**src/design/mbrs_pkg.sv**
```systemverilog
// Package with the shared types, constants and helpers of the Modbus register server.
`timescale 1ns / 1ps

package mbrs_pkg;

  // Register table sizes.
  localparam int HOLD_COUNT  = 6;
  localparam int INPUT_COUNT = 12;
  localparam int MAX_COUNT   = (HOLD_COUNT > INPUT_COUNT) ? HOLD_COUNT : INPUT_COUNT;

  localparam int HIDX_W = (HOLD_COUNT > 1) ? $clog2(HOLD_COUNT) : 1;
  localparam int IIDX_W = (INPUT_COUNT > 1) ? $clog2(INPUT_COUNT) : 1;

  // Frame sizes in bytes.
  localparam int MBAP_BYTES = 6;
  localparam int FRAME_BASE = 9;
  localparam int EXC_BYTES  = 9;
  localparam int ECHO_BYTES = 12;
  localparam int MAX_FRAME  = FRAME_BASE + 2 * MAX_COUNT;
  localparam int CNT_W      = $clog2(MAX_FRAME + 1);

  // Request queue between the front and the back.
  localparam int QUEUE_DEPTH = 2;
  localparam int QPTR_W      = (QUEUE_DEPTH > 1) ? $clog2(QUEUE_DEPTH) : 1;
  localparam int QCNT_W      = $clog2(QUEUE_DEPTH + 1);

  // Command and function codes.
  localparam logic       CMD_MODBUS      = 1'b0;
  localparam logic       CMD_LOCAL_LOAD  = 1'b1;
  localparam logic [7:0] FC_READ_HOLD    = 8'd3;
  localparam logic [7:0] FC_READ_INPUT   = 8'd4;
  localparam logic [7:0] FC_WRITE_SINGLE = 8'd6;
  localparam logic [7:0] FC_WRITE_MULTI  = 8'd16;

  // Exception codes.
  localparam logic [7:0] EXC_FLAG             = 8'h80;
  localparam logic [7:0] EXC_ILLEGAL_FUNCTION = 8'd1;
  localparam logic [7:0] EXC_ILLEGAL_ADDRESS  = 8'd2;
  localparam logic [7:0] EXC_ILLEGAL_VALUE    = 8'd3;

  // Job kinds handed from the front to the back.
  localparam logic [2:0] K_LOAD       = 3'd0;
  localparam logic [2:0] K_READ_HOLD  = 3'd1;
  localparam logic [2:0] K_READ_INPUT = 3'd2;
  localparam logic [2:0] K_WRITE      = 3'd3;
  localparam logic [2:0] K_EXC        = 3'd4;

  typedef struct packed {
    logic        command;
    logic [15:0] transaction_id;
    logic [7:0]  unit_id;
    logic [7:0]  func_code;
    logic [15:0] reg_address;
    logic [15:0] word_value;
  } in_item_t;

  typedef struct packed {
    logic [7:0] reply_byte;
    logic       last_byte;
  } out_item_t;

  typedef struct packed {
    logic [2:0]       kind;
    logic [7:0]       exc_code;
    logic [15:0]      tid;
    logic [7:0]       unit;
    logic [7:0]       fc;
    logic [15:0]      reg_address;
    logic [15:0]      word_value;
    logic [CNT_W-1:0] nbytes;
  } job_t;

  // Reset value of a holding register.
  function automatic logic [15:0] hold_init(input int i);
    logic [15:0] v;
    v = (i < 6) ? 16'(140 + 10 * i) : 16'd0;
    return v;
  endfunction

endpackage

```
**src/design/mbrs_front.sv**
```systemverilog
// Request classifier: turns an accepted item into a job for the queue or drops it.
`timescale 1ns / 1ps

module mbrs_front
  import mbrs_pkg::*;
(
  input  in_item_t item,
  input  logic     accept,
  output logic     push,
  output job_t     job
);

  logic [16:0] end_sum;
  logic        keep;

  assign end_sum = {1'b0, item.reg_address} + {1'b0, item.word_value};

  always_comb begin
    keep             = 1'b1;
    job.kind         = K_EXC;
    job.exc_code     = EXC_ILLEGAL_FUNCTION;
    job.tid          = item.transaction_id;
    job.unit         = item.unit_id;
    job.fc           = item.func_code;
    job.reg_address  = item.reg_address;
    job.word_value   = item.word_value;
    job.nbytes       = CNT_W'(EXC_BYTES);
    if (item.command == CMD_LOCAL_LOAD) begin
      job.kind = K_LOAD;
      keep     = (item.reg_address < 16'(INPUT_COUNT));
    end else begin
      case (item.func_code)
        FC_READ_HOLD: begin
          if (end_sum > 17'(HOLD_COUNT)) begin
            job.exc_code = (item.reg_address < 16'(HOLD_COUNT)) ?
                           EXC_ILLEGAL_VALUE : EXC_ILLEGAL_ADDRESS;
          end else begin
            job.kind   = K_READ_HOLD;
            job.nbytes = CNT_W'(FRAME_BASE) + CNT_W'({item.word_value, 1'b0});
          end
        end
        FC_READ_INPUT: begin
          if (end_sum > 17'(INPUT_COUNT)) begin
            job.exc_code = (item.reg_address < 16'(INPUT_COUNT)) ?
                           EXC_ILLEGAL_VALUE : EXC_ILLEGAL_ADDRESS;
          end else begin
            job.kind   = K_READ_INPUT;
            job.nbytes = CNT_W'(FRAME_BASE) + CNT_W'({item.word_value, 1'b0});
          end
        end
        FC_WRITE_SINGLE: begin
          if (item.reg_address >= 16'(HOLD_COUNT)) begin
            job.exc_code = EXC_ILLEGAL_ADDRESS;
          end else begin
            job.kind   = K_WRITE;
            job.nbytes = CNT_W'(ECHO_BYTES);
          end
        end
        FC_WRITE_MULTI: begin
          keep = 1'b0;
        end
        default: begin
          job.exc_code = EXC_ILLEGAL_FUNCTION;
        end
      endcase
    end
  end

  assign push = accept && keep;

endmodule

```
**src/design/mbrs_queue.sv**
```systemverilog
// Short job queue that decouples the classifier from the reply engine.
`timescale 1ns / 1ps

module mbrs_queue
  import mbrs_pkg::*;
(
  input  logic clk,
  input  logic rst_n,
  input  logic push,
  input  job_t push_job,
  output logic full,
  input  logic pop,
  output job_t pop_job,
  output logic empty
);

  job_t              slot_r [QUEUE_DEPTH];
  logic [QPTR_W-1:0] wr_ptr_r, wr_ptr_nxt;
  logic [QPTR_W-1:0] rd_ptr_r, rd_ptr_nxt;
  logic [QCNT_W-1:0] count_r, count_nxt;
  logic              do_push, do_pop;

  assign full    = (count_r == QCNT_W'(QUEUE_DEPTH));
  assign empty   = (count_r == '0);
  assign do_push = push && !full;
  assign do_pop  = pop && !empty;
  assign pop_job = slot_r[rd_ptr_r];

  always_comb begin
    wr_ptr_nxt = wr_ptr_r;
    rd_ptr_nxt = rd_ptr_r;
    count_nxt  = count_r;
    if (do_push) begin
      wr_ptr_nxt = (wr_ptr_r == QPTR_W'(QUEUE_DEPTH - 1)) ? '0 : wr_ptr_r + 1'b1;
    end
    if (do_pop) begin
      rd_ptr_nxt = (rd_ptr_r == QPTR_W'(QUEUE_DEPTH - 1)) ? '0 : rd_ptr_r + 1'b1;
    end
    if (do_push && !do_pop) begin
      count_nxt = count_r + 1'b1;
    end else if (do_pop && !do_push) begin
      count_nxt = count_r - 1'b1;
    end
  end

  always_ff @(posedge clk) begin
    if (!rst_n) begin
      wr_ptr_r <= '0;
      rd_ptr_r <= '0;
      count_r  <= '0;
    end else begin
      wr_ptr_r <= wr_ptr_nxt;
      rd_ptr_r <= rd_ptr_nxt;
      count_r  <= count_nxt;
    end
  end

  always_ff @(posedge clk) begin
    if (do_push) begin
      slot_r[wr_ptr_r] <= push_job;
    end
  end

`ifndef SYNTHESIS
  a_count_bound: assert property (@(posedge clk) disable iff (!rst_n)
    count_r <= QCNT_W'(QUEUE_DEPTH))
    else $error("queue count beyond depth");
`endif

endmodule

```
**src/design/mbrs_back.sv**
```systemverilog
// Reply engine: holds the register tables, applies writes and streams reply frames.
`timescale 1ns / 1ps

module mbrs_back
  import mbrs_pkg::*;
(
  input  logic      clk,
  input  logic      rst_n,
  input  logic      q_empty,
  input  job_t      q_job,
  output logic      q_pop,
  output logic      out_valid,
  input  logic      out_ready,
  output out_item_t out_data
);

  localparam logic [CNT_W-1:0] POS_TID_HI = CNT_W'(0);
  localparam logic [CNT_W-1:0] POS_TID_LO = CNT_W'(1);
  localparam logic [CNT_W-1:0] POS_PID_HI = CNT_W'(2);
  localparam logic [CNT_W-1:0] POS_PID_LO = CNT_W'(3);
  localparam logic [CNT_W-1:0] POS_LEN_HI = CNT_W'(4);
  localparam logic [CNT_W-1:0] POS_LEN_LO = CNT_W'(5);
  localparam logic [CNT_W-1:0] POS_UNIT   = CNT_W'(6);
  localparam logic [CNT_W-1:0] POS_FC     = CNT_W'(7);
  localparam logic [CNT_W-1:0] POS_ARG    = CNT_W'(8);
  localparam logic [CNT_W-1:0] POS_DATA   = CNT_W'(FRAME_BASE);
  localparam logic [CNT_W-1:0] POS_ADDR_LO = CNT_W'(9);
  localparam logic [CNT_W-1:0] POS_VAL_HI = CNT_W'(10);

  logic [15:0]      hold_r [HOLD_COUNT];
  logic [15:0]      inp_r  [INPUT_COUNT];
  job_t             cur_r;
  logic             busy_r, busy_nxt;
  logic [CNT_W-1:0] idx_r, idx_nxt;
  logic             out_valid_r, out_valid_nxt;
  out_item_t        out_data_r;

  logic              emit;
  logic              last;
  logic [15:0]       len_field;
  logic [CNT_W-1:0]  dj;
  logic [HIDX_W-1:0] hidx;
  logic [IIDX_W-1:0] iidx;
  logic [15:0]       data_word;
  logic [7:0]        byte_val;

  assign q_pop = !busy_r && !q_empty;
  assign emit  = busy_r && (!out_valid_r || out_ready);
  assign last  = (idx_r == cur_r.nbytes - 1'b1);

  // Register index of the data byte at idx_r: two bytes per register, high first.
  assign dj        = idx_r - POS_DATA;
  assign hidx      = HIDX_W'(cur_r.reg_address) + HIDX_W'(dj[CNT_W-1:1]);
  assign iidx      = IIDX_W'(cur_r.reg_address) + IIDX_W'(dj[CNT_W-1:1]);
  assign data_word = (cur_r.kind == K_READ_HOLD) ? hold_r[hidx] : inp_r[iidx];
  assign len_field = 16'(cur_r.nbytes) - 16'(MBAP_BYTES);

  always_comb begin
    case (idx_r)
      POS_TID_HI: byte_val = cur_r.tid[15:8];
      POS_TID_LO: byte_val = cur_r.tid[7:0];
      POS_PID_HI: byte_val = 8'd0;
      POS_PID_LO: byte_val = 8'd0;
      POS_LEN_HI: byte_val = len_field[15:8];
      POS_LEN_LO: byte_val = len_field[7:0];
      POS_UNIT:   byte_val = cur_r.unit;
      POS_FC:     byte_val = (cur_r.kind == K_EXC) ? (cur_r.fc | EXC_FLAG) : cur_r.fc;
      POS_ARG: begin
        if (cur_r.kind == K_EXC) begin
          byte_val = cur_r.exc_code;
        end else if (cur_r.kind == K_WRITE) begin
          byte_val = cur_r.reg_address[15:8];
        end else begin
          byte_val = {cur_r.word_value[6:0], 1'b0};
        end
      end
      default: begin
        if (cur_r.kind == K_WRITE) begin
          if (idx_r == POS_ADDR_LO) begin
            byte_val = cur_r.reg_address[7:0];
          end else if (idx_r == POS_VAL_HI) begin
            byte_val = cur_r.word_value[15:8];
          end else begin
            byte_val = cur_r.word_value[7:0];
          end
        end else begin
          byte_val = dj[0] ? data_word[7:0] : data_word[15:8];
        end
      end
    endcase
  end

  always_comb begin
    busy_nxt      = busy_r;
    idx_nxt       = idx_r;
    out_valid_nxt = out_valid_r;
    if (out_ready) begin
      out_valid_nxt = 1'b0;
    end
    if (emit) begin
      out_valid_nxt = 1'b1;
      idx_nxt       = idx_r + 1'b1;
      if (last) begin
        busy_nxt = 1'b0;
      end
    end
    if (q_pop) begin
      idx_nxt  = '0;
      busy_nxt = (q_job.kind != K_LOAD);
    end
  end

  always_ff @(posedge clk) begin
    if (!rst_n) begin
      busy_r      <= 1'b0;
      idx_r       <= '0;
      out_valid_r <= 1'b0;
    end else begin
      busy_r      <= busy_nxt;
      idx_r       <= idx_nxt;
      out_valid_r <= out_valid_nxt;
    end
  end

  always_ff @(posedge clk) begin
    if (q_pop) begin
      cur_r <= q_job;
    end
    if (emit) begin
      out_data_r.reply_byte <= byte_val;
      out_data_r.last_byte  <= last;
    end
  end

  // Register tables; writes take effect when the job leaves the queue.
  always_ff @(posedge clk) begin
    if (!rst_n) begin
      for (int i = 0; i < HOLD_COUNT; i++) begin
        hold_r[i] <= hold_init(i);
      end
      for (int i = 0; i < INPUT_COUNT; i++) begin
        inp_r[i] <= 16'd0;
      end
    end else if (q_pop) begin
      if (q_job.kind == K_WRITE) begin
        hold_r[HIDX_W'(q_job.reg_address)] <= q_job.word_value;
      end else if (q_job.kind == K_LOAD) begin
        inp_r[IIDX_W'(q_job.reg_address)] <= q_job.word_value;
      end
    end
  end

  assign out_valid = out_valid_r;
  assign out_data  = out_data_r;

`ifndef SYNTHESIS
  a_no_busy_load: assert property (@(posedge clk) disable iff (!rst_n)
    busy_r |-> (cur_r.kind != K_LOAD))
    else $error("local load job entered the send phase");

  a_idx_in_frame: assert property (@(posedge clk) disable iff (!rst_n)
    busy_r |-> (idx_r < cur_r.nbytes))
    else $error("byte index ran past the frame");

  a_last_ends: assert property (@(posedge clk) disable iff (!rst_n)
    (emit && last) |=> !busy_r)
    else $error("engine stayed busy after the last byte");
`endif

endmodule

```
**src/design/modbus_tcp_register_server.sv**
```systemverilog
// Top level of the Modbus TCP register server: classifier, job queue and reply engine.
// Path of a request: job queue, then the reply engine when idle, then its registered reply byte.
// Throughput: one reply byte per cycle while out_ready is high; a frame is 9 to 33 bytes long;
// a local load is applied by the reply engine and produces no reply.
// The two-entry job queue takes new requests while a reply is still streaming.
// Reset (rst_n low, synchronous): queue empty, engine idle, holding registers 140..190,
// input registers zero.
`timescale 1ns / 1ps

module modbus_tcp_register_server
  import mbrs_pkg::*;
(
  input  logic      clk,
  input  logic      rst_n,
  input  logic      in_valid,
  output logic      in_ready,
  input  in_item_t  in_data,
  output logic      out_valid,
  input  logic      out_ready,
  output out_item_t out_data
);

  logic q_full, q_empty, q_push, q_pop;
  job_t f_job, q_job;

  // No transfer is taken while reset is held.
  assign in_ready = rst_n && !q_full;

  mbrs_front u_front (
    .item   (in_data),
    .accept (in_valid && in_ready),
    .push   (q_push),
    .job    (f_job)
  );

  mbrs_queue u_queue (
    .clk      (clk),
    .rst_n    (rst_n),
    .push     (q_push),
    .push_job (f_job),
    .full     (q_full),
    .pop      (q_pop),
    .pop_job  (q_job),
    .empty    (q_empty)
  );

  mbrs_back u_back (
    .clk       (clk),
    .rst_n     (rst_n),
    .q_empty   (q_empty),
    .q_job     (q_job),
    .q_pop     (q_pop),
    .out_valid (out_valid),
    .out_ready (out_ready),
    .out_data  (out_data)
  );

endmodule

```
**config.mk**
```make
export PLATFORM = sky130hd
export DESIGN_NAME = modbus_tcp_register_server
export DESIGN_NICKNAME = d
export VERILOG_FILES = /design/src/design/mbrs_pkg.sv /design/src/design/mbrs_front.sv /design/src/design/mbrs_queue.sv /design/src/design/mbrs_back.sv /design/src/design/modbus_tcp_register_server.sv
export SDC_FILE = /design/constraint.sdc
export NUM_CORES = 1
export LEC_CHECK = 0
export BUFFER_PORTS_ARGS = -buffer_cell sky130_fd_sc_hd__buf_4
export CAP_MARGIN = 30
export CELL_PAD_IN_SITES_DETAIL_PLACEMENT = 1
export CELL_PAD_IN_SITES_GLOBAL_PLACEMENT = 2
export CORE_UTILIZATION = 50
export DETAILED_ROUTE_END_ITERATION = 10
export GPL_ROUTABILITY_DRIVEN = 0
export HOLD_SLACK_MARGIN = 0.12
export PLACE_DENSITY = 0.94
export SLEW_MARGIN = 15
export SYNTH_ARGS = -nofsm -noshare
export SYNTH_HDL_FRONTEND = slang
export SYNTH_SLANG_ARGS = --single-unit
export TNS_END_PERCENT = 20
```
**constraint.sdc**
```tcl
create_clock -name clk -period 12.8 [get_ports clk]
set_input_delay 0.64 -clock clk [delete_from_list [all_inputs] [get_ports clk]]
set_output_delay 0.64 -clock clk [all_outputs]
set_load 0.01 [all_outputs]
```
==> results of run 1 <==
[cell families after synthesis]
logic type | Yosys count | synth area share
compound gates | 180 | 0.04202
xor+xnor | 27 | 0.009043
fa+ha+maj | 32 | 0.01540
buf+inv | 138 | 0.02082
flops | 631 | 0.6975
mux | 209 | 0.1321
simple gates | 528 | 0.08320
[worst paths after layout]
check	start	to	slack (ns)	cells after the start
max	u_back.idx_r[0]$_SDFFE_PP0P_	u_back.out_data[1]$_DFFE_PP_	7.04	10
min	in_data[48]	u_queue.slot_r[0][54]$_DFFE_PP_	0.23	1
max reg2reg	u_back.idx_r[0]$_SDFFE_PP0P_	u_back.out_data[1]$_DFFE_PP_	7.04	10
min reg2reg	u_queue.slot_r[1][70]$_DFFE_PP_	u_back.cur_r[70]$_DFFE_PP_	0.55	1
[registers in the layout, indices dropped and copies added, names as in the netlist, named ones only]
| register | flops |
|---|---|
| u_back.out_data | 9 |
| u_back.idx_r | 6 |
| u_back.cur_r | 75 |
| u_queue.slot_r | 150 |
| u_back.busy_r | 1 |
| u_back.inp_r | 256 |
| u_back.out_valid | 1 |
| u_queue.count_r | 2 |
| u_queue.wr_ptr_r | 1 |
| u_back.hold_r | 128 |
| u_queue.rd_ptr_r | 1 |
[through the flow]
stage	setup WS, ns	utilization	total power (µW)	hold slack [ns]
after floorplan	7.479	-	4350	0.4627
after global placement	7.341	0.5377	5051	0.4937
after detailed placement	7.194	0.5432	5176	0.5367
after CTS	7.104	0.5829	7098	0.2025
after global routing	6.880	0.5849	7316	0.2213
final	7.037	0.5850	7119	0.2324
[critical path, stage by stage (launching register included)]
cell,delay (ns)
dfxtp_1,0.75
clkinv_1,0.57
ha_1,0.49
inv_1,0.07
ha_4,0.16
fa_4,1.22
buf_4,0.80
mux4_2,0.44
mux4_2,0.54
o21ai_0,0.21
a31oi_1,0.12
[Yosys cell counts, types with 6 or more instances]
cell	number
a21o_1	9
inv_1	39
buf_1	7
dfxtp_1	13
xnor2_1	15
ha_1	30
nand3_1	16
nor3_1	18
clkbuf_1	76
and2_1	8
nor2b_1	8
o21ai_0	43
a22oi_1	11
mux2_2	56
xor2_1	11
a21oi_1	48
mux2i_1	41
a31oi_1	20
nand2_1	116
and3_1	6
buf_2	8
nor2_1	311
nor4_1	7
nand4_1	8
mux4_2	112
nand2b_1	6
edfxtp_1	618
[power by group through the flow]
| stage | sequential [µW] | clock [µW] | combinational (µW) |
|---|---|---|---|
| 2_1_floorplan | 2600 | 0 | 1750 |
| 6_report | 2650 | 1890 | 2580 |
| 3_5_place_dp | 2680 | 0 | 2500 |
| 3_3_place_gp | 2670 | 0 | 2380 |
| 5_1_grt | 2660 | 1970 | 2690 |
| 4_1_cts | 2640 | 1910 | 2540 |
[metal layers]
metal / part of all wire / global-route usage / wire length [µm]
met1: 0.37 / 0.3870 / 30310
met2: 0.50 / 0.5196 / 41180
met3: 0.087 / 0.05520 / 7153
met4: 0.040 / 0.1304 / 3262
met5: 0.000098 / 0 / 8
[final cells by class]
cell class / count / area, µm² / share of cell area
repair buffers: 139 / 1282 / 0.04139
well taps: 688 / 860.8 / 0.02778
clock buffers: 86 / 1863 / 0.06012
clock inverters: 32 / 241.5 / 0.007793
inverters: 40 / 150.1 / 0.004845
multi-input cells: 976 / 7765 / 0.2506
diodes: 1 / 2.502 / 0.00008076
flip-flops and latches: 631 / 18820 / 0.6074
==> flow_metrics.env, run 1 <==
export IMPL_ys_seq_area_frac=0.6975
export IMPL_yosys_warnings=0
export IMPL_synth_async_reset_ratio=0
export IMPL_dp_hpwl_um=52420
export IMPL_seqPwrFrac=0.372
export IMPL_synth_top_area_frac=0.6878
export IMPL_relSlewSlack=0.3393
export IMPL_grt_setup_unrepaired="no"
export IMPL_root_buffer="clkbuf_16"
export IMPL_p_clk_frac=0.266
export IMPL_drv_slew=0
export IMPL_detail_route_antenna_nets=0
export IMPL_leakage_uw=0.01092
export IMPL_dieHeight_um=234.3
export IMPL_syn_area_per_cell_um2=15.46
export IMPL_synth_edf_count=618
export IMPL_syn_nets=1846
export IMPL_place_area_mm2=0.02877
export IMPL_finalClockSkew_ns=0.01937
export IMPL_cts_tree="yes"
export IMPL_vias_per_cell=6.472
export IMPL_startpoint_type="flop"
export IMPL_tightest_slew_ns=0.9635
export IMPL_track_usage=0.3061
export IMPL_numPortBuffers=79
export IMPL_clockBufferDepth=3
export IMPL_syn2layout_area_growth_pct=14.85
export IMPL_post_cts_buffers=0
export IMPL_cts_htree_levels=3
export IMPL_most_common_layout_cells="edfxtp_1, nor2_1, buf_4, nand2_1, mux4_2"
export IMPL_die_area_mm2=0.05489
export IMPL_crit_required_ns=13.10
export IMPL_finalCritPeriodShare=0.4502
export IMPL_row_count=84
export IMPL_layout_cells_non_filler=2593
export IMPL_p_sw_frac=0.3363
export IMPL_grt_max_degree=77
export IMPL_ios=80
export IMPL_wl_per_cell_um=31.59
export IMPL_synthTopCellsByArea="edfxtp_1, mux4_2, nor2_1, mux2_2, nand2_1"
export IMPL_intPower_uw=4725
export IMPL_via_count=16780
export IMPL_clk_latency_ns=0.61
export IMPL_timing_setup_tns_ns=0
export IMPL_drv_cap=0
export IMPL_place_inst=2468
export IMPL_initial_core_util=0.5094
export IMPL_drt_initial_drc_count=1997
export IMPL_status="finished clean"
export IMPL_drcViolationCount=0
export IMPL_synth_flop_cell="edfxtp_1"
export IMPL_cts_sinks=631
export IMPL_grt_pass1_vias=17800
export IMPL_post_cts_resized=0
export IMPL_p_per_area_mw_per_mm2=229.8
export IMPL_p_comb_frac=0.362
export IMPL_hold_viol_final=0
export IMPL_crit_path_end_kind="flop"
export IMPL_gr_total_overflow=0
export IMPL_period_needed_ns=5.763
export IMPL_critPathArrivalTime_ns=6.06
export IMPL_drive_above_1_share=0.2332
export IMPL_p_sw_uw=2395
export IMPL_crit_fanout=56
export IMPL_path_class="reg2reg"
export IMPL_fmax_mhz=173.5
export IMPL_cts_buffers=67
export IMPL_vdd_ir_drop_max_uv=355.3
export IMPL_layout_commonest_cell="edfxtp_1"
export IMPL_dr_pass1_iters=5
export IMPL_final_nets=1956
export IMPL_report_final_setup_viol=0
export IMPL_yosys_cell_types_count=70
export IMPL_clkSlewWorstSetupHoldPaths_ns=0.06
export IMPL_coreArea_mm2=0.05297
export IMPL_fin_area_mm2=0.03099
export IMPL_ys_seq_elements=631
export IMPL_postCtsHoldBufs=0
export IMPL_netlist_area_mm2=0.02698
export IMPL_totalWireLength_um=81910
export IMPL_synth_area_leader_cell="edfxtp_1"
export IMPL_grt_first_pass_wirelength_um=119200
export IMPL_n_fill_cell=4862
export IMPL_grt_antenna_before_repair=1
export IMPL_die_w_um=234.3
export IMPL_worstHoldPathType="in2reg"
export IMPL_synth_cells=1745
Note: power is estimated with default switching activity, not from simulation.
==> inputs of run 2 (changes only) <==
--- a/config.mk
+++ b/config.mk
@@ -9,11 +9,11 @@
 export CAP_MARGIN = 30
 export CELL_PAD_IN_SITES_DETAIL_PLACEMENT = 1
 export CELL_PAD_IN_SITES_GLOBAL_PLACEMENT = 2
-export CORE_UTILIZATION = 50
+export CORE_UTILIZATION = 46
 export DETAILED_ROUTE_END_ITERATION = 10
 export GPL_ROUTABILITY_DRIVEN = 0
 export HOLD_SLACK_MARGIN = 0.12
-export PLACE_DENSITY = 0.94
+export PLACE_DENSITY = 0.88
 export SLEW_MARGIN = 15
 export SYNTH_ARGS = -nofsm -noshare
 export SYNTH_HDL_FRONTEND = slang
==> constraint.sdc (replaced) <==
create_clock -name clk -period 5.8 [get_ports clk]
set_input_delay 0.29 -clock clk [delete_from_list [all_inputs] [get_ports clk]]
set_output_delay 0.29 -clock clk [all_outputs]
set_load 0.01 [all_outputs]
==> run 2 against run 1 <==
  * Via count down 0.77%
  * Flip-flop and latch count unchanged
  * Register-to-register slack worse by 5.8 ns
  * Power up 120%
  * Worst setup slack worse by 5.8 ns
  * Sequential share of layout area down 1.5 points
  * Clock-buffer cell count down 15
  * Critical path depth up 1
  * First-iteration DRC count down 19%
  * Core utilization down 3.6 points
  * Fmax up 27%
  * Largest cell class unchanged
==> flow_metrics.env, run 2 (synthesis results as in run 1) <==
export IMPL_coreArea_mm2=0.05781
export IMPL_cts_tree="yes"
export IMPL_grt_pass1_vias=17800
export IMPL_cts_sinks=631
export IMPL_n_fill_cell=5414
export IMPL_finalCritPeriodShare=0.7799
export IMPL_clkSlewWorstSetupHoldPaths_ns=0.08
export IMPL_drive_above_1_share=0.2298
export IMPL_cts_htree_levels=2
export IMPL_cts_buffers=61
export IMPL_startpoint_type="flop"
export IMPL_detail_route_antenna_nets=0
export IMPL_hold_ws_ns=0.3015
export IMPL_grt_antenna_before_repair=1
export IMPL_track_usage=0.2726
export IMPL_regMostFlops="u_back.inp_r"
export IMPL_initial_core_util=0.4668
export IMPL_report_final_setup_viol=0
export IMPL_relSlewSlack=0.3652
export IMPL_clockBufferDepth=3
export IMPL_leakage_uw=0.01121
export IMPL_fmax_mhz=221.1
export IMPL_most_common_layout_cells="edfxtp_1, nor2_1, buf_4, nand2_1, mux4_2"
export IMPL_path_cells="clkinv_1 -> ha_1 -> inv_1 -> ha_4 -> fa_4 -> buf_4 -> mux4_2 -> mux2i_1 -> a21oi_1 -> o21ai_0 -> a31oi_1"
export IMPL_largest_reg_flops=256
export IMPL_via_count=16650
export IMPL_root_buffer="clkbuf_16"
export IMPL_vias_per_cell=6.054
export IMPL_vdd_ir_drop_max_uv=482.6
export IMPL_totalWireLength_um=80300
export IMPL_gr_total_overflow=0
export IMPL_syn2layout_area_growth_pct=17.67
export IMPL_post_cts_buffers=0
export IMPL_rrSetupSlack_ns=1.28
export IMPL_reg2reg_from="u_back.idx_r[0]$_SDFFE_PP0P_"
export IMPL_critPathArrivalTime_ns=4.88
export IMPL_path_delay_family="adder cells"
export IMPL_wl_per_cell_um=29.19
export IMPL_tightest_slew_ns=0.9498
export IMPL_drcViolationCount=0
export IMPL_top_regs="u_back.inp_r: 256 flops, u_queue.slot_r: 150 flops, u_back.hold_r: 128 flops"
export IMPL_worstReg2RegEnd="u_back.out_data[4]$_DFFE_PP_"
export IMPL_crit_fanout=33
export IMPL_grt_setup_unrepaired="no"
export IMPL_p_per_area_mw_per_mm2=495.8
export IMPL_crit_path_end_kind="flop"
export IMPL_numPortBuffers=79
export IMPL_layout_commonest_cell="edfxtp_1"
export IMPL_worstHoldPathType="in2reg"
export IMPL_period_needed_ns=4.524
export IMPL_max_stage_delay_ns=1.14
export IMPL_dp_hpwl_um=50810
export IMPL_path_buf_inv=3
export IMPL_postCtsHoldBufs=68
export IMPL_timing_setup_tns_ns=0
export IMPL_crit_path_top_delay_cell="fa_4"
export IMPL_hold_viol_final=0
export IMPL_status="finished clean"
export IMPL_whs_endpoint="u_queue.wr_ptr_r$_SDFFE_PN0P_"
export IMPL_clk_latency_ns=0.64
export IMPL_dieHeight_um=244.2
export IMPL_grt_max_degree=77
export IMPL_hold_depth=5
export IMPL_hp_start="in_valid"
export IMPL_drv_cap=0
export IMPL_row_count=88
export IMPL_drv_slew=0
export IMPL_grt_first_pass_wirelength_um=118200
export IMPL_ios=80
export IMPL_post_cts_resized=0
export IMPL_finalClockSkew_ns=0.03219
export IMPL_dr_pass1_iters=5
export IMPL_reg2reg_depth=11
export IMPL_final_nets=2033
export IMPL_utilization=0.5492
export IMPL_crit_required_ns=6.16
export IMPL_path_class="reg2reg"
export IMPL_drt_initial_drc_count=1616
export IMPL_die_w_um=244.2
export IMPL_die_area_mm2=0.05963
==> run 2: stage by stage <==
step                      cells  worst slack [ns]  power, µW  cell area, µm²
final                      2751             1.276      15740           31750
after CTS                  2746             1.210      15700           31690
after global routing       2750             1.062      16230           31750
after floorplan            1745            0.7714       9601           26980
after global placement     2555             1.313      11350           28810
after detailed placement   2563             1.242      11600           28960
==> run 2: worst max path at each step <==
stage | from | end | slack, ns | cells after the start
floorplan | u_queue.count_r[0]$_SDFFE_PN0P_ | u_queue.slot_r[0][0]$_DFFE_PP_ | 0.77 | 5
global placement | u_back.idx_r[0]$_SDFFE_PP0P_ | u_back.out_data[3]$_DFFE_PP_ | 1.31 | 10
detailed placement | u_back.idx_r[0]$_SDFFE_PP0P_ | u_back.out_data[3]$_DFFE_PP_ | 1.24 | 10
CTS | u_back.idx_r[0]$_SDFFE_PP0P_ | u_back.out_data[4]$_DFFE_PP_ | 1.21 | 11
global route | u_back.idx_r[0]$_SDFFE_PP0P_ | u_back.out_data[3]$_DFFE_PP_ | 1.06 | 10
finish | u_back.idx_r[0]$_SDFFE_PP0P_ | u_back.out_data[4]$_DFFE_PP_ | 1.28 | 11
==> run 2: final cells by class <==
cell class	instances	area, µm²	share of cell area
inverter	40	150.1	0.004729
antenna	2	5.005	0.0001576
multi-input combinational	976	7777	0.2450
sequential	631	18820	0.5928
tap	765	957.2	0.03015
clock buffer	71	1584	0.04989
clock inverter	44	464.2	0.01462
timing repair buffer	222	1989	0.06266
==> run 2: where the power goes <==
group	switching, µW	internal [µW]	leakage [µW]
clock network	1750	2360	0.00101
registers	282	5530	0.00605
logic	3250	2570	0.00416
total	5290	10500	0.0112
==> run 2: tightest hold or removal path, stage by stage <==
cell	delay (ns)
buf_4	0.11
nand3_1	0.12
a21oi_1	0.12
nor2b_1	0.14
o21a_1	0.12
==> run 2: routing by layer <==
metal	track usage	wire (µm)	vias to the layer above
met5	0	0	-
met4	0.09191	2737	0
met3	0.04214	6108	154
met2	0.4715	40970	828
met1	0.3508	30480	8646
li1	-	-	7026
==> inputs of run 3 (changes only) <==
--- a/config.mk
+++ b/config.mk
@@ -9,11 +9,11 @@
 export CAP_MARGIN = 30
 export CELL_PAD_IN_SITES_DETAIL_PLACEMENT = 1
 export CELL_PAD_IN_SITES_GLOBAL_PLACEMENT = 2
-export CORE_UTILIZATION = 46
+export CORE_UTILIZATION = 42
 export DETAILED_ROUTE_END_ITERATION = 10
 export GPL_ROUTABILITY_DRIVEN = 0
 export HOLD_SLACK_MARGIN = 0.12
-export PLACE_DENSITY = 0.88
+export PLACE_DENSITY = 0.85
 export SLEW_MARGIN = 15
 export SYNTH_ARGS = -nofsm -noshare
 export SYNTH_HDL_FRONTEND = slang
==> constraint.sdc (replaced) <==
create_clock -name clk -period 4 [get_ports clk]
set_input_delay 0.2 -clock clk [delete_from_list [all_inputs] [get_ports clk]]
set_output_delay 0.2 -clock clk [all_outputs]
set_load 0.01 [all_outputs]
==> run 3 against run 2 <==
  * Combinational power increased by 44%
  * Worst setup slack got worse by 1.1 ns
  * Largest cell class unchanged
  * Hold slack got worse by 0.057 ns
  * Sequential power increased by 45%
  * Largest power group is now registers
==> flow_metrics.env, run 3 (synthesis results as in run 1) <==
export IMPL_critPathArrivalTime_ns=4.17
export IMPL_clockBufferDepth=3
export IMPL_hp_start="in_valid"
export IMPL_finalCritPeriodShare=0.9622
export IMPL_crit_fanout=12
export IMPL_worstReg2RegEnd="u_back.out_data[8]$_DFFE_PP_"
export IMPL_layout_commonest_cell="edfxtp_1"
export IMPL_dp_hpwl_um=52290
export IMPL_vdd_ir_drop_max_uv=630.6
export IMPL_drcViolationCount=0
export IMPL_hold_viol_final=0
export IMPL_cts_htree_levels=3
export IMPL_leakage_uw=0.01125
export IMPL_root_buffer="clkbuf_16"
export IMPL_rrSetupSlack_ns=0.15
export IMPL_wl_per_cell_um=28.00
export IMPL_hold_ws_ns=0.2449
export IMPL_totalWireLength_um=79790
export IMPL_via_count=16590
export IMPL_grt_pass1_vias=17440
export IMPL_post_cts_resized=0
export IMPL_syn2layout_area_growth_pct=18.43
export IMPL_tightest_slew_ns=0.9131
export IMPL_fin_area_mm2=0.03195
export IMPL_die_area_mm2=0.06526
export IMPL_clk_latency_ns=0.61
export IMPL_grt_first_pass_wirelength_um=116700
export IMPL_row_count=92
export IMPL_crit_end="u_back.out_data[8]$_DFFE_PP_"
export IMPL_crit_required_ns=4.32
export IMPL_reg2reg_from="u_back.idx_r[1]$_SDFFE_PP0P_"
export IMPL_cts_tree="yes"
export IMPL_grt_setup_unrepaired="no"
export IMPL_track_usage=0.2444
export IMPL_die_w_um=255.5
export IMPL_dieHeight_um=255.5
export IMPL_numPortBuffers=79
export IMPL_largest_reg_flops=256
export IMPL_dr_pass1_iters=5
export IMPL_cts_buffers=66
export IMPL_coreArea_mm2=0.06331
export IMPL_startpoint_type="flop"
export IMPL_grt_antenna_before_repair=0
export IMPL_top_regs="u_back.inp_r: 256 flops, u_queue.slot_r: 150 flops, u_back.hold_r: 128 flops"
export IMPL_p_per_area_mw_per_mm2=714.3
export IMPL_relSlewSlack=0.3782
export IMPL_period_needed_ns=3.849
export IMPL_path_class="reg2reg"
export IMPL_place_area_mm2=0.02915
export IMPL_drv_cap=0
export IMPL_gr_total_overflow=0
export IMPL_final_nets=2054
export IMPL_cts_sinks=631
export IMPL_crit_path_end_kind="flop"
export IMPL_crit_start="u_back.idx_r[1]$_SDFFE_PP0P_"
export IMPL_regMostFlops="u_back.inp_r"
export IMPL_n_fill_cell=6099
export IMPL_status="finished clean"
export IMPL_grt_max_degree=77
export IMPL_initial_core_util=0.4262
export IMPL_reg2reg_depth=10
export IMPL_most_common_layout_cells="edfxtp_1, nor2_1, buf_4, nand2_1, mux4_2"
export IMPL_worstHoldPathType="in2reg"
export IMPL_detail_route_antenna_nets=0
export IMPL_ios=80
export IMPL_antenna_cells=0
export IMPL_clkSlewWorstSetupHoldPaths_ns=0.06
export IMPL_drv_slew=0
export IMPL_finalClockSkew_ns=0.02535
export IMPL_drt_initial_drc_count=1547
export IMPL_report_final_setup_viol=0
export IMPL_vias_per_cell=5.823
export IMPL_drive_above_1_share=0.2366
export IMPL_fmax_mhz=259.8
## run 3: changes by cell type in the layout (fill, tap and decap cells not counted), sizes merged, moves of 2 or more
| cell | delta |
|---|---|
| buf | +16 |
| clkinv | -9 |
| clkinvlp | +4 |
| diode | -2 |
| bufinv | -5 |
| clkbuf | +14 |
## run 3: power by group
| part | total, µW | switching (µW) | internal [µW] |
|---|---|---|---|
| logic | 8370 | 4420 | 3960 |
| registers | 8420 | 399 | 8030 |
| clock network | 6030 | 2590 | 3440 |
| total | 22800 | 7400 | 15400 |
## run 3: worst min-delay path by stage
| stage | cells past startpoint | slack, ns | to |
|---|---|---|---|
| 6_report | 5 | 0.24 | u_queue.wr_ptr_r$_SDFFE_PN0P_ |
| 5_1_grt | 5 | 0.29 | u_queue.wr_ptr_r$_SDFFE_PN0P_ |
| 4_1_cts | 5 | 0.24 | u_queue.wr_ptr_r$_SDFFE_PN0P_ |
| 3_5_place_dp | 1 | 0.39 | u_queue.slot_r[0][57]$_DFFE_PP_ |
| 3_3_place_gp | 1 | 0.39 | u_queue.slot_r[0][56]$_DFFE_PP_ |
| 2_1_floorplan | 0 | 0.30 | u_queue.slot_r[0][10]$_DFFE_PP_ |
## run 3: repair_timing
| item | 4_1_cts | 5_1_grt |
|---|---|---|
| hold endpoints to repair | 145 | 0 |
| setup buffers | 0 | 0 |
| hold buffers | 68 | 0 |
| endpoints found under the setup margin | 0 | 0 |
## run 3: routing by layer
layer / routed length, µm / track usage / part of all wire / vias to the layer above
met5: 0 / 0 / 0 / -
met4: 2568 / 0.09098 / 0.032 / 0
met3: 6604 / 0.05357 / 0.083 / 140
met1: 31670 / 0.3197 / 0.40 / 8665
met2: 38940 / 0.4007 / 0.49 / 740
li1: - / - / - / 7045
## run 3: final cells by class
| class | instances | area [µm²] | share of cell area |
|---|---|---|---|
| clock buffer | 85 | 1797 | 0.05623 |
| clock inverter | 33 | 276.5 | 0.008653 |
| inverter | 40 | 150.1 | 0.004699 |
| multi-input combinational | 976 | 7744 | 0.2423 |
| sequential | 631 | 18820 | 0.5890 |
| tap | 846 | 1059 | 0.03313 |
| timing repair buffer | 238 | 2107 | 0.06594 |
## run 3: stage by stage
stage | total power (µW) | setup TNS [ns] | utilization | setup WS [ns] | cells
global placement | 16420 | 0 | 0.4594 | 0.2329 | 2656
global route | 23620 | 0 | 0.5047 | 0.04355 | 2849
floorplan | 13920 | -94.41 | - | -0.5817 | 1745
finish | 22820 | 0 | 0.5047 | 0.1512 | 2849
detailed placement | 16770 | 0 | 0.4604 | 0.2084 | 2661
CTS | 22860 | 0 | 0.5039 | 0.1904 | 2847
## run 3: worst max-delay path, cell delays in order (launching register included)
cell	delay [ns]
dfxtp_1	0.47
inv_1	0.14
ha_1	0.32
inv_1	0.07
ha_4	0.16
fa_4	0.84
buf_4	0.25
mux4_2	0.33
mux4_2	0.47
o21ai_0	0.36
a31oi_1	0.15
